<file path="src/design/ucrr_pkg.sv">
// ----------------------------------------------------------------------------
// ucrr_pkg: shared types and constants of the USB control request responder
// Request, descriptor, action and source codes plus the structs that carry
// an item, the device state and the length registers between modules.
// ----------------------------------------------------------------------------
package ucrr_pkg;

	// Event kinds on the command field.
	localparam logic [1:0] CMD_SETUP     = 2'd0;
	localparam logic [1:0] CMD_BUS_RESET = 2'd1;
	localparam logic [1:0] CMD_IN_DONE   = 2'd2;

	// Response actions.
	localparam logic [1:0] ACT_DATA   = 2'd0;
	localparam logic [1:0] ACT_STATUS = 2'd1;
	localparam logic [1:0] ACT_STALL  = 2'd2;
	localparam logic [1:0] ACT_NONE   = 2'd3;

	// Data sources.
	localparam logic [2:0] SRC_DEVICE  = 3'd0;
	localparam logic [2:0] SRC_CONFIG  = 3'd1;
	localparam logic [2:0] SRC_HID     = 3'd2;
	localparam logic [2:0] SRC_LANG    = 3'd3;
	localparam logic [2:0] SRC_MANUF   = 3'd4;
	localparam logic [2:0] SRC_PRODUCT = 3'd5;
	localparam logic [2:0] SRC_CFG_VAL = 3'd6;
	localparam logic [2:0] SRC_ZERO    = 3'd7;

	// Standard request codes.
	localparam logic [7:0] REQ_GET_STATUS        = 8'h00;
	localparam logic [7:0] REQ_SET_ADDRESS       = 8'h05;
	localparam logic [7:0] REQ_GET_DESCRIPTOR    = 8'h06;
	localparam logic [7:0] REQ_GET_CONFIGURATION = 8'h08;
	localparam logic [7:0] REQ_SET_CONFIGURATION = 8'h09;

	// Descriptor types.
	localparam logic [7:0] DT_DEVICE        = 8'h01;
	localparam logic [7:0] DT_CONFIGURATION = 8'h02;
	localparam logic [7:0] DT_STRING        = 8'h03;
	localparam logic [7:0] DT_HID_REPORT    = 8'h22;

	// Request type: type field mask and class value.
	localparam logic [7:0] RT_TYPE_MASK  = 8'h60;
	localparam logic [7:0] RT_TYPE_CLASS = 8'h20;

	// Fixed descriptor sizes.
	localparam logic [6:0] DEVICE_DESC_LEN = 7'd18;
	localparam logic [6:0] CONFIG_DESC_LEN = 7'd34;
	localparam logic [6:0] CFG_VAL_LEN     = 7'd1;
	localparam logic [6:0] STATUS_LEN      = 7'd2;

	// Configuration port.
	localparam int CFG_IDX_W = 2;
	localparam logic [CFG_IDX_W-1:0] CFG_HID_REPORT_LEN     = 2'd0;
	localparam logic [CFG_IDX_W-1:0] CFG_LANG_STRING_LEN    = 2'd1;
	localparam logic [CFG_IDX_W-1:0] CFG_MANUF_STRING_LEN   = 2'd2;
	localparam logic [CFG_IDX_W-1:0] CFG_PRODUCT_STRING_LEN = 2'd3;

	typedef struct packed {
		logic [1:0]  command;
		logic [7:0]  request_type;
		logic [7:0]  request_code;
		logic [15:0] request_value;
		logic [15:0] request_length;
	} req_t;

	typedef struct packed {
		logic [6:0] hid_report_len;
		logic [6:0] lang_string_len;
		logic [6:0] manuf_string_len;
		logic [6:0] product_string_len;
	} cfg_lens_t;

	typedef struct packed {
		logic       configured;
		logic [6:0] pending_addr;
		logic [6:0] current_addr;
	} dev_state_t;

	typedef struct packed {
		logic [1:0] action;
		logic [2:0] source;
		logic [6:0] send_length;
		logic       config_byte;
		logic       address_applied;
		logic [6:0] device_address;
		logic       configured;
		logic       enable_report_endpoint;
	} resp_t;

	// Smaller of the host's byte count and the source size.
	function automatic logic [6:0] cap_len(input logic [15:0] want, input logic [6:0] have);
		logic [6:0] r;
		if (want < {9'd0, have}) begin
			r = want[6:0];
		end else begin
			r = have;
		end
		return r;
	endfunction

endpackage

</file>
<file path="src/design/ucrr_cfg_regs.sv">
// ----------------------------------------------------------------------------
// ucrr_cfg_regs: descriptor length registers
// Four 7-bit lengths written through a plain write port.
// ----------------------------------------------------------------------------
module ucrr_cfg_regs (
	input  logic                          clk,
	input  logic                          arst_n,
	input  logic                          cfg_we,
	input  logic [ucrr_pkg::CFG_IDX_W-1:0] cfg_index,
	input  logic [6:0]                    cfg_data,
	output ucrr_pkg::cfg_lens_t           lens
);
	import ucrr_pkg::*;

	cfg_lens_t lens_q;

	// Register file with its reset sizes.
	always_ff @(posedge clk or negedge arst_n) begin
		if (!arst_n) begin
			lens_q.hid_report_len     <= 7'd63;
			lens_q.lang_string_len    <= 7'd4;
			lens_q.manuf_string_len   <= 7'd2;
			lens_q.product_string_len <= 7'd2;
		end else if (cfg_we) begin
			case (cfg_index)
				CFG_HID_REPORT_LEN:     lens_q.hid_report_len     <= cfg_data;
				CFG_LANG_STRING_LEN:    lens_q.lang_string_len    <= cfg_data;
				CFG_MANUF_STRING_LEN:   lens_q.manuf_string_len   <= cfg_data;
				CFG_PRODUCT_STRING_LEN: lens_q.product_string_len <= cfg_data;
				default: ;
			endcase
		end
	end

	assign lens = lens_q;

endmodule

</file>
<file path="src/design/ucrr_decode.sv">
// ----------------------------------------------------------------------------
// ucrr_decode: request decoder
// Maps one item and the current device state to a response and the
// device state that follows it.
// ----------------------------------------------------------------------------
module ucrr_decode (
	input  ucrr_pkg::req_t       req,
	input  ucrr_pkg::dev_state_t state,
	input  ucrr_pkg::cfg_lens_t  lens,
	output ucrr_pkg::resp_t      resp,
	output ucrr_pkg::dev_state_t next_state
);
	import ucrr_pkg::*;

	logic [7:0] dtype;
	logic [7:0] didx;
	logic       is_class;

	assign dtype    = req.request_value[15:8];
	assign didx     = req.request_value[7:0];
	assign is_class = (req.request_type & RT_TYPE_MASK) == RT_TYPE_CLASS;

	// Response and state update for each event kind.
	always_comb begin
		next_state                  = state;
		resp.action                 = ACT_NONE;
		resp.source                 = SRC_DEVICE;
		resp.send_length            = 7'd0;
		resp.config_byte            = 1'b0;
		resp.address_applied        = 1'b0;
		resp.enable_report_endpoint = 1'b0;
		case (req.command)
			CMD_SETUP: begin
				resp.action = ACT_STATUS;
				if (is_class) begin
					// Class requests: only the report descriptor sends data.
					if (req.request_code == REQ_GET_DESCRIPTOR && dtype == DT_HID_REPORT) begin
						resp.action      = ACT_DATA;
						resp.source      = SRC_HID;
						resp.send_length = cap_len(req.request_length, lens.hid_report_len);
					end
				end else begin
					case (req.request_code)
						REQ_GET_DESCRIPTOR: begin
							resp.action = ACT_DATA;
							case (dtype)
								DT_DEVICE: begin
									resp.source      = SRC_DEVICE;
									resp.send_length = cap_len(req.request_length,
										DEVICE_DESC_LEN);
								end
								DT_CONFIGURATION: begin
									resp.source      = SRC_CONFIG;
									resp.send_length = cap_len(req.request_length,
										CONFIG_DESC_LEN);
								end
								DT_STRING: begin
									if (didx == 8'd0) begin
										resp.source      = SRC_LANG;
										resp.send_length = cap_len(req.request_length,
											lens.lang_string_len);
									end else if (didx == 8'd1) begin
										resp.source      = SRC_MANUF;
										resp.send_length = cap_len(req.request_length,
											lens.manuf_string_len);
									end else begin
										resp.source      = SRC_PRODUCT;
										resp.send_length = cap_len(req.request_length,
											lens.product_string_len);
									end
								end
								DT_HID_REPORT: begin
									resp.source      = SRC_HID;
									resp.send_length = cap_len(req.request_length,
										lens.hid_report_len);
								end
								default: begin
									resp.action = ACT_STALL;
								end
							endcase
						end
						REQ_SET_ADDRESS: begin
							next_state.pending_addr = req.request_value[6:0];
						end
						REQ_SET_CONFIGURATION: begin
							next_state.configured       = 1'b1;
							resp.enable_report_endpoint = 1'b1;
						end
						REQ_GET_CONFIGURATION: begin
							resp.action      = ACT_DATA;
							resp.source      = SRC_CFG_VAL;
							resp.send_length = CFG_VAL_LEN;
							resp.config_byte = state.configured;
						end
						REQ_GET_STATUS: begin
							resp.action      = ACT_DATA;
							resp.source      = SRC_ZERO;
							resp.send_length = STATUS_LEN;
						end
						default: ;
					endcase
				end
			end
			CMD_BUS_RESET: begin
				next_state.configured = 1'b0;
			end
			CMD_IN_DONE: begin
				// A pending address becomes current after the status stage.
				if (state.pending_addr != 7'd0) begin
					next_state.current_addr = state.pending_addr;
					next_state.pending_addr = 7'd0;
					resp.address_applied    = 1'b1;
				end
			end
			default: ;
		endcase
		resp.device_address = next_state.current_addr;
		resp.configured     = next_state.configured;
	end

endmodule

</file>
<file path="src/design/usb_control_request_responder_unit.sv">
// ----------------------------------------------------------------------------
// usb_control_request_responder_unit: endpoint-0 standard request handler
// Input register, decoder with device state, and an output register.
// ----------------------------------------------------------------------------
// Path: an accepted item waits in the input register, is decoded, and its
// response is registered in the output register. Throughput: one item per
// cycle unless out_ready stalls; the device state updates as an item leaves
// the input register, so consecutive items see each other's effects.
// Reset: arst_n clears the valid flags and device state and loads the
// descriptor length registers with their default sizes.
// ----------------------------------------------------------------------------
module usb_control_request_responder_unit (
	input  logic                          clk,
	input  logic                          arst_n,
	input  logic                          cfg_we,
	input  logic [ucrr_pkg::CFG_IDX_W-1:0] cfg_index,
	input  logic [6:0]                    cfg_data,
	input  logic                          in_valid,
	output logic                          in_ready,
	input  logic [1:0]                    command,
	input  logic [7:0]                    request_type,
	input  logic [7:0]                    request_code,
	input  logic [15:0]                   request_value,
	input  logic [15:0]                   request_length,
	output logic                          out_valid,
	input  logic                          out_ready,
	output logic [1:0]                    action,
	output logic [2:0]                    source,
	output logic [6:0]                    send_length,
	output logic                          config_byte,
	output logic                          address_applied,
	output logic [6:0]                    device_address,
	output logic                          configured,
	output logic                          enable_report_endpoint
);
	import ucrr_pkg::*;

	cfg_lens_t  lens;
	req_t       req_s1;
	logic       valid_s1;
	dev_state_t state_q;
	dev_state_t next_state;
	resp_t      resp;
	resp_t      resp_s2;
	logic       valid_s2;
	logic       adv_s1;

	// Handshake: the item moves on whenever the output register is free or being read.
	assign adv_s1   = valid_s1 && (!valid_s2 || out_ready);
	assign in_ready = !valid_s1 || adv_s1;

	ucrr_cfg_regs u_cfg (
		.clk       (clk),
		.arst_n    (arst_n),
		.cfg_we    (cfg_we),
		.cfg_index (cfg_index),
		.cfg_data  (cfg_data),
		.lens      (lens)
	);

	ucrr_decode u_decode (
		.req        (req_s1),
		.state      (state_q),
		.lens       (lens),
		.resp       (resp),
		.next_state (next_state)
	);

	// Input register valid flag.
	always_ff @(posedge clk or negedge arst_n) begin
		if (!arst_n) begin
			valid_s1 <= 1'b0;
		end else if (in_ready) begin
			valid_s1 <= in_valid;
		end
	end

	// Input register payload.
	always_ff @(posedge clk) begin
		if (in_valid && in_ready) begin
			req_s1.command        <= command;
			req_s1.request_type   <= request_type;
			req_s1.request_code   <= request_code;
			req_s1.request_value  <= request_value;
			req_s1.request_length <= request_length;
		end
	end

	// Device state commits as the item leaves the input register.
	always_ff @(posedge clk or negedge arst_n) begin
		if (!arst_n) begin
			state_q <= '0;
		end else if (adv_s1) begin
			state_q <= next_state;
		end
	end

	// Output register valid flag.
	always_ff @(posedge clk or negedge arst_n) begin
		if (!arst_n) begin
			valid_s2 <= 1'b0;
		end else if (!valid_s2 || out_ready) begin
			valid_s2 <= valid_s1;
		end
	end

	// Output register payload.
	always_ff @(posedge clk) begin
		if (adv_s1) begin
			resp_s2 <= resp;
		end
	end

	assign out_valid              = valid_s2;
	assign action                 = resp_s2.action;
	assign source                 = resp_s2.source;
	assign send_length            = resp_s2.send_length;
	assign config_byte            = resp_s2.config_byte;
	assign address_applied        = resp_s2.address_applied;
	assign device_address         = resp_s2.device_address;
	assign configured             = resp_s2.configured;
	assign enable_report_endpoint = resp_s2.enable_report_endpoint;

	// An applied address is never zero.
	a_applied_nonzero: assert property (@(posedge clk) disable iff (!arst_n)
		out_valid && address_applied |-> device_address != 7'd0)
		else $error("applied device address is zero");

	// Applying an address clears the pending one.
	a_pending_cleared: assert property (@(posedge clk) disable iff (!arst_n)
		adv_s1 && resp.address_applied |=> state_q.pending_addr == 7'd0)
		else $error("pending address kept after being applied");

	// Bringing up the report endpoint leaves the device configured.
	a_enable_configured: assert property (@(posedge clk) disable iff (!arst_n)
		out_valid && enable_report_endpoint |-> configured)
		else $error("report endpoint enabled while not configured");

	// Responses without data carry no source and no length.
	a_nodata_fields: assert property (@(posedge clk) disable iff (!arst_n)
		out_valid && action != ACT_DATA |-> source == SRC_DEVICE && send_length == 7'd0)
		else $error("non-data response carries data fields");

	// An empty input register always takes a new item.
	a_ready_empty: assert property (@(posedge clk) disable iff (!arst_n)
		!valid_s1 |-> in_ready)
		else $error("input stalled with empty input register");

endmodule

</file>
<file path="config.mk">
export PLATFORM = sky130hd
export DESIGN_NAME = usb_control_request_responder_unit
export DESIGN_NICKNAME = d
export VERILOG_FILES = /design/src/design/ucrr_pkg.sv /design/src/design/ucrr_cfg_regs.sv /design/src/design/ucrr_decode.sv /design/src/design/usb_control_request_responder_unit.sv
export SDC_FILE = /design/constraint.sdc
export NUM_CORES = 1
export LEC_CHECK = 0
export BUFFER_PORTS_ARGS = -buffer_cell sky130_fd_sc_hd__buf_2
export CORE_UTILIZATION = 55
export DETAILED_ROUTE_END_ITERATION = 6
export PLACE_DENSITY = 0.79
export SLEW_MARGIN = 20
export SYNTH_ARGS = -nofsm -noshare
export SYNTH_HDL_FRONTEND = slang
export SYNTH_SLANG_ARGS = --single-unit
export TNS_END_PERCENT = 50
</file>
<file path="constraint.sdc">
create_clock -name clk -period 2.97 [get_ports clk]
set_clock_uncertainty 0.2 [all_clocks]
set_input_delay 0 -clock clk [delete_from_list [all_inputs] [get_ports clk]]
set_output_delay 0 -clock clk [all_outputs]
set_load 0.03 [all_outputs]
</file>
# [Yosys cells after proc, flatten, opt, wreduce, memory -nomap -nowiden]
# Index checks and enable logic that the tools add are counted.
[op_classes] n_lt_le_gt_ge=6 eq_ne=18 muxes=22 n_bitwise=2 n_reduce_logical=21
[ops] operator="< comparator 16 x 7 -> 1 bit" count=4
[ops] operator="2-to-1 mux 7 bit" count=8
[ops] operator="one-hot mux 10 bit (4 select lines)" count=1
[ops] operator="one-hot mux 12 bit (3 select lines)" count=1
[ops] operator="== test 8 x 1 -> 1 bit, second input constant" count=2
[ops] operator="== test 8 x 2 -> 1 bit, second input constant" count=2
[ops] operator="== test 8 x 3 -> 1 bit, second input constant" count=2
[ops] operator="== test 8 x 4 -> 1 bit, second input constant" count=2
[ops] operator="zero test 8 bit" count=2
[ops] operator="< comparator 16 x 5 -> 1 bit, second input constant" count=1
[ops] operator="< comparator 16 x 6 -> 1 bit, second input constant" count=1
[ops] operator="2-to-1 mux 8 bit" count=2
[ops] operator="2-to-1 mux 14 bit" count=1
[ops] operator="one-hot mux 7 bit (2 select lines)" count=1
[ops] operator="2-to-1 mux 12 bit" count=1
[ops] operator="2-to-1 mux 11 bit" count=1
[ops] operator="2-to-1 mux 10 bit" count=1
[ops] operator="== test 8 x 6 -> 1 bit, second input constant" count=1
[ops] operator="AND reduction 2 bit" count=4
[ops] operator="nonzero test 7 bit" count=1
[ops] operator="== test 2 x 1 -> 1 bit, second input constant" count=3
[ops] operator="== test 2 bit, second input constant" count=3
[ops] operator="AND reduction 5 bit" count=1
[ops] operator="zero test 2 bit" count=2
[ops] operator="other kinds (13)" count=21
[totals] reg_bits=117 out_inout_bits=25 wordCells=91

# [Longest topological paths before layout]
[logic_depth] ltp_word=7 ltp_mapped=10 ltp_nobuf=9

# [By module]
# A second synthesis with hierarchy kept.
[hier_totals] cells_unflattened=467 area_unflattened_um2=5945.7
[by_module_without_submodules] module="usb_control_request_responder_unit" instances=1 cells_per_inst=113 area_per_inst_um2=2896.5 seq_area_each_um2=2617.5
[by_module_without_submodules] module="ucrr_decode" instances=1 cells_per_inst=294 area_per_inst_um2=1970.6 seq_area_each_um2=0.0
[by_module_without_submodules] module="ucrr_cfg_regs" instances=1 cells_per_inst=60 area_per_inst_um2=1078.5 seq_area_each_um2=711.9

# [Worst setup path after synthesis]
# OpenSTA, ideal clock, no wires.
[synth_path] kind="register to register" start="register u_cfg.lens_q (netlist bit u_cfg.lens[23])" end="register resp_s2 (netlist bit send_length[1]) (data pin)" setup_ps=257 t_arrival_ps=2279 slack_ps=234 stages_incl_launch_ff=11 period_less_slack_ps=2736 path_cell_list="dfstp_2 inv_1 ha_1 a211o_1 a31oi_1 o211a_1 buf_2 o221ai_1 a211o_1 a31oi_1 o21ai_1"
[synth_between] elab_chain_cells=5 elab_cells_between_ends=6 cone_classes="order compare: 1; mux: 5"
[synth_lines] element="start, declared" line_no="ucrr_cfg_regs.sv:15" source="cfg_lens_t lens_q;"
[synth_lines] element="< comparator 16 x 7 -> 1 bit *" line_no="ucrr_pkg.sv:94" source="if (want < {9'd0, have}) begin"
[synth_lines] element="2-to-1 mux 7 bit *" line_no="ucrr_pkg.sv:94"
[synth_lines] element="one-hot mux 10 bit (4 select lines)" line_no="ucrr_decode.sv:46" source="case (dtype)"
[synth_lines] element="one-hot mux 12 bit (3 select lines)" line_no="ucrr_decode.sv:43" source="case (req.request_code)"
[synth_lines] element="2-to-1 mux 12 bit *" line_no="ucrr_decode.sv:35" source="if (is_class) begin"
[synth_lines] element="end signal, assigned" line_no="usb_control_request_responder_unit.sv:110" source="resp_s2 <= resp;"
[synth_lines] element="end, declared" line_no="usb_control_request_responder_unit.sv:44" source="resp_t resp_s2;"
# Every way passes the cells marked *; elsewhere a longest branch is shown, timed or not.
# A chain may end at the register's enable or synchronous reset.

# [Worst setup path after layout]
# Ends and elaborated chain as after synthesis.

==> results.tsv <==
metric	value	unit
Ports	89	
initial antenna violation count	0	
number of max-cap violations	0	
worst path bufs/invs	1	
CP top delay family	compound AO/OA/AOI/OAI gates	
core area	9860	um^2
CTS H-Tree Depth	3	
most common cell after layout, fill and taps aside	buf_2	
setup ws final	0.0517	ns
crit path cell chain	inv_1 -> ha_1 -> a211o_1 -> a31oi_1 -> o211a_2 -> o221ai_1 -> a211o_1 -> a31oi_1 -> o21ai_1	
minimum clock period	2.92	ns
hold_ws	-0.0414	ns
final slew viol count	0	
drt pass-1 iters	5	
sequential area share after synthesis	55.7	%
Port Buffers	82	
vias	4574	
Ys Warns	0	
synthesized flop and latch total	112	
slowest CP cell	dfstp_2	
post-synthesis cell count	472	
DRC errors left	0	
Worst Setup Path Type	reg2reg	
post-DP HPWL	9350	um
Total Nets Final	746	
routed length per instance	17.8	um
Leak	3.12	nW
critical path's largest stage delay	0.57	ns
Top FF cell, synth	edfxtp_1	
vias in the first global route	4435	
DIE HEIGHT	103	um
Max FO, Critical Path	6	
Num CTS Buffers	9	
Worst setup SP type	flop	
Final ANT Viol Nets	0	
Req. time, crit path	2.92	ns
RSZ-0062 raised after global routing	true	
DIE WIDTH	103	um
# clock sinks	112	
Worst-Margin Slew	0.732	ns
first-pass GRT wire length	21700	um
Place WS	0.0518	ns
syn nets	560	
Hold Violations, Final	36	
pwr dens	519	nW/um^2
CP arrival	2.87	ns
Max Freq	343	MHz
clock latency on the worst-skew pair	0.39	ns
GR Overflow Total	0	
layout cell share with drive strength beyond 1	29.6	%
Root Driver	clkbuf_8	
standard-cell rows	36	
Tcrit/Tclk final	98.3	%
die area	10700	um^2
ys async rst share	40.2	%
critical path endpoint category	flop	
Clock transition at path regs	0.11	ns
Final setup viols	0	
VDD IR max	0.000384	V
failing checks	hold timing	
Initial Utilization	57.3	%
clock tree buffer depth	2	
max_slew headroom	51.0	%
global-route usage over all layers	27.7	%
TritonCTS clock tree	yes	
diode count	0	
most frequent cells in the layout	81 x buf_2, 67 x edfxtp_1, 67 x dlygate4sd3_1	
outcome	finished with violations	
largest net degree at the start of global routing	46	
Mapped Area	5650	um^2
GPL Wtd Cong	0.912	
DR iter-0 viols	370	
syn_area_per_cell	12.0	um^2
Post-Route WL	14200	um
vias per cell	5.75	
Post-synth EDFFs	67	
Synth-to-Final Area Change	30.1	%
HP Class	in2async	
Final Total Pwr	3.82	mW
Synth cell types	68	
==> cell families after synthesis <==
group	count (synthesis)	synth area share, %
flops	112	55.7
buf+inv	48	3.36
simple gates	145	14.5
mux	38	7.37
fa+ha+maj	24	5.31
compound gates	105	13.7
==> layout make-up <==
type                       instances  area, um^2
multi-input combinational        312        2340
clock buffer                       9         124
tap                              133         166
sequential                       112        3150
timing repair buffer             185        1370
clock inverter                     7        65.1
fill                             634        2510
inverter                          38         143
==> synthesized netlist by cell type (4+ instances only) <==
| cell type | n | area [um^2] |
|---|---|---|
| nand2_1 | 47 | 176 |
| clkbuf_1 | 6 | 22.5 |
| dfrtp_1 | 36 | 901 |
| o211a_1 | 4 | 40.0 |
| nand3_1 | 11 | 55.1 |
| nor3_1 | 7 | 35.0 |
| nand2b_1 | 10 | 62.6 |
| mux2_2 | 29 | 327 |
| nor2b_1 | 5 | 31.3 |
| o21ai_0 | 25 | 125 |
| a22o_1 | 9 | 78.8 |
| a211o_1 | 5 | 43.8 |
| inv_1 | 37 | 139 |
| dfstp_2 | 9 | 236 |
| a211oi_1 | 5 | 37.5 |
| o211ai_1 | 4 | 30.0 |
| o22ai_1 | 5 | 31.3 |
| a21oi_1 | 15 | 75.1 |
| nor4_1 | 5 | 31.3 |
| edfxtp_1 | 67 | 2010 |
| ha_1 | 24 | 300 |
| mux2i_1 | 9 | 90.1 |
| a311oi_1 | 4 | 35.0 |
| and3_1 | 5 | 31.3 |
| nor2_1 | 19 | 71.3 |
==> metal layers <==
metal	track usage, %	routed length [um]	vias up
li1	-	-	2147
met1	35.4	5830	2158
met2	45.8	6990	236
met3	6.32	998	33
met4	11.2	353	0
met5	0	0	-
==> final timing paths <==
check / slack [ns] / end / start / cells past startpoint
worst max-delay path: 0.05 / send_length[1] / u_cfg.lens[23] / 9
worst min-delay path: -0.04 / u_cfg.lens[11] / arst_n / 2
min in group clk: 0.08 / u_cfg.lens[0] / cfg_index[1] / 3
max in group asynchronous: 2.21 / state_q[8] / arst_n / 2
worst min register to register: 0.29 / state_q[3] / state_q[3] / 2
worst max register to register: 0.05 / send_length[1] / u_cfg.lens[23] / 9
==> timing repair <==
action / CTS / global route
endpoints found under the setup margin: 0 / 7
gates resized for setup: 0 / 8
hold buffers: 67 / 0
endpoints found under the hold margin: 119 / 0
setup buffers: 0 / 10
==> report_power, final <==
| part | internal, mW | total (mW) | switching [mW] |
|---|---|---|---|
| logic | 0.391 | 0.860 | 0.469 |
| registers | 1.92 | 2.08 | 0.157 |
| clock network | 0.323 | 0.879 | 0.556 |
==> flip-flops by register name, summed over array words and instances (netlist names) <==
register                cells
device_address              7
req_s1                     44
address_applied             1
u_cfg.lens                 28
send_length                 7
out_valid                   1
enable_report_endpoint      1
state_q                    15
configured                  1
source                      3
action                      2
valid_s1                    1
config_byte                 1
==> per-stage QoR <==
step                cells  hold slack [ns]  setup TNS [ns]  instance area (um^2)  util (%)
floorplan             472           -0.496               0                  5650         -
finish                796          -0.0414               0                  7360      74.6
global placement      703          -0.0236               0                  6390      64.8
global route          796           0.0122          -0.108                  7360      74.6
detailed placement    703          -0.0219               0                  6390      64.8
CTS                   786           0.0708               0                  7250      73.5
(Power assumes the default switching activity.)
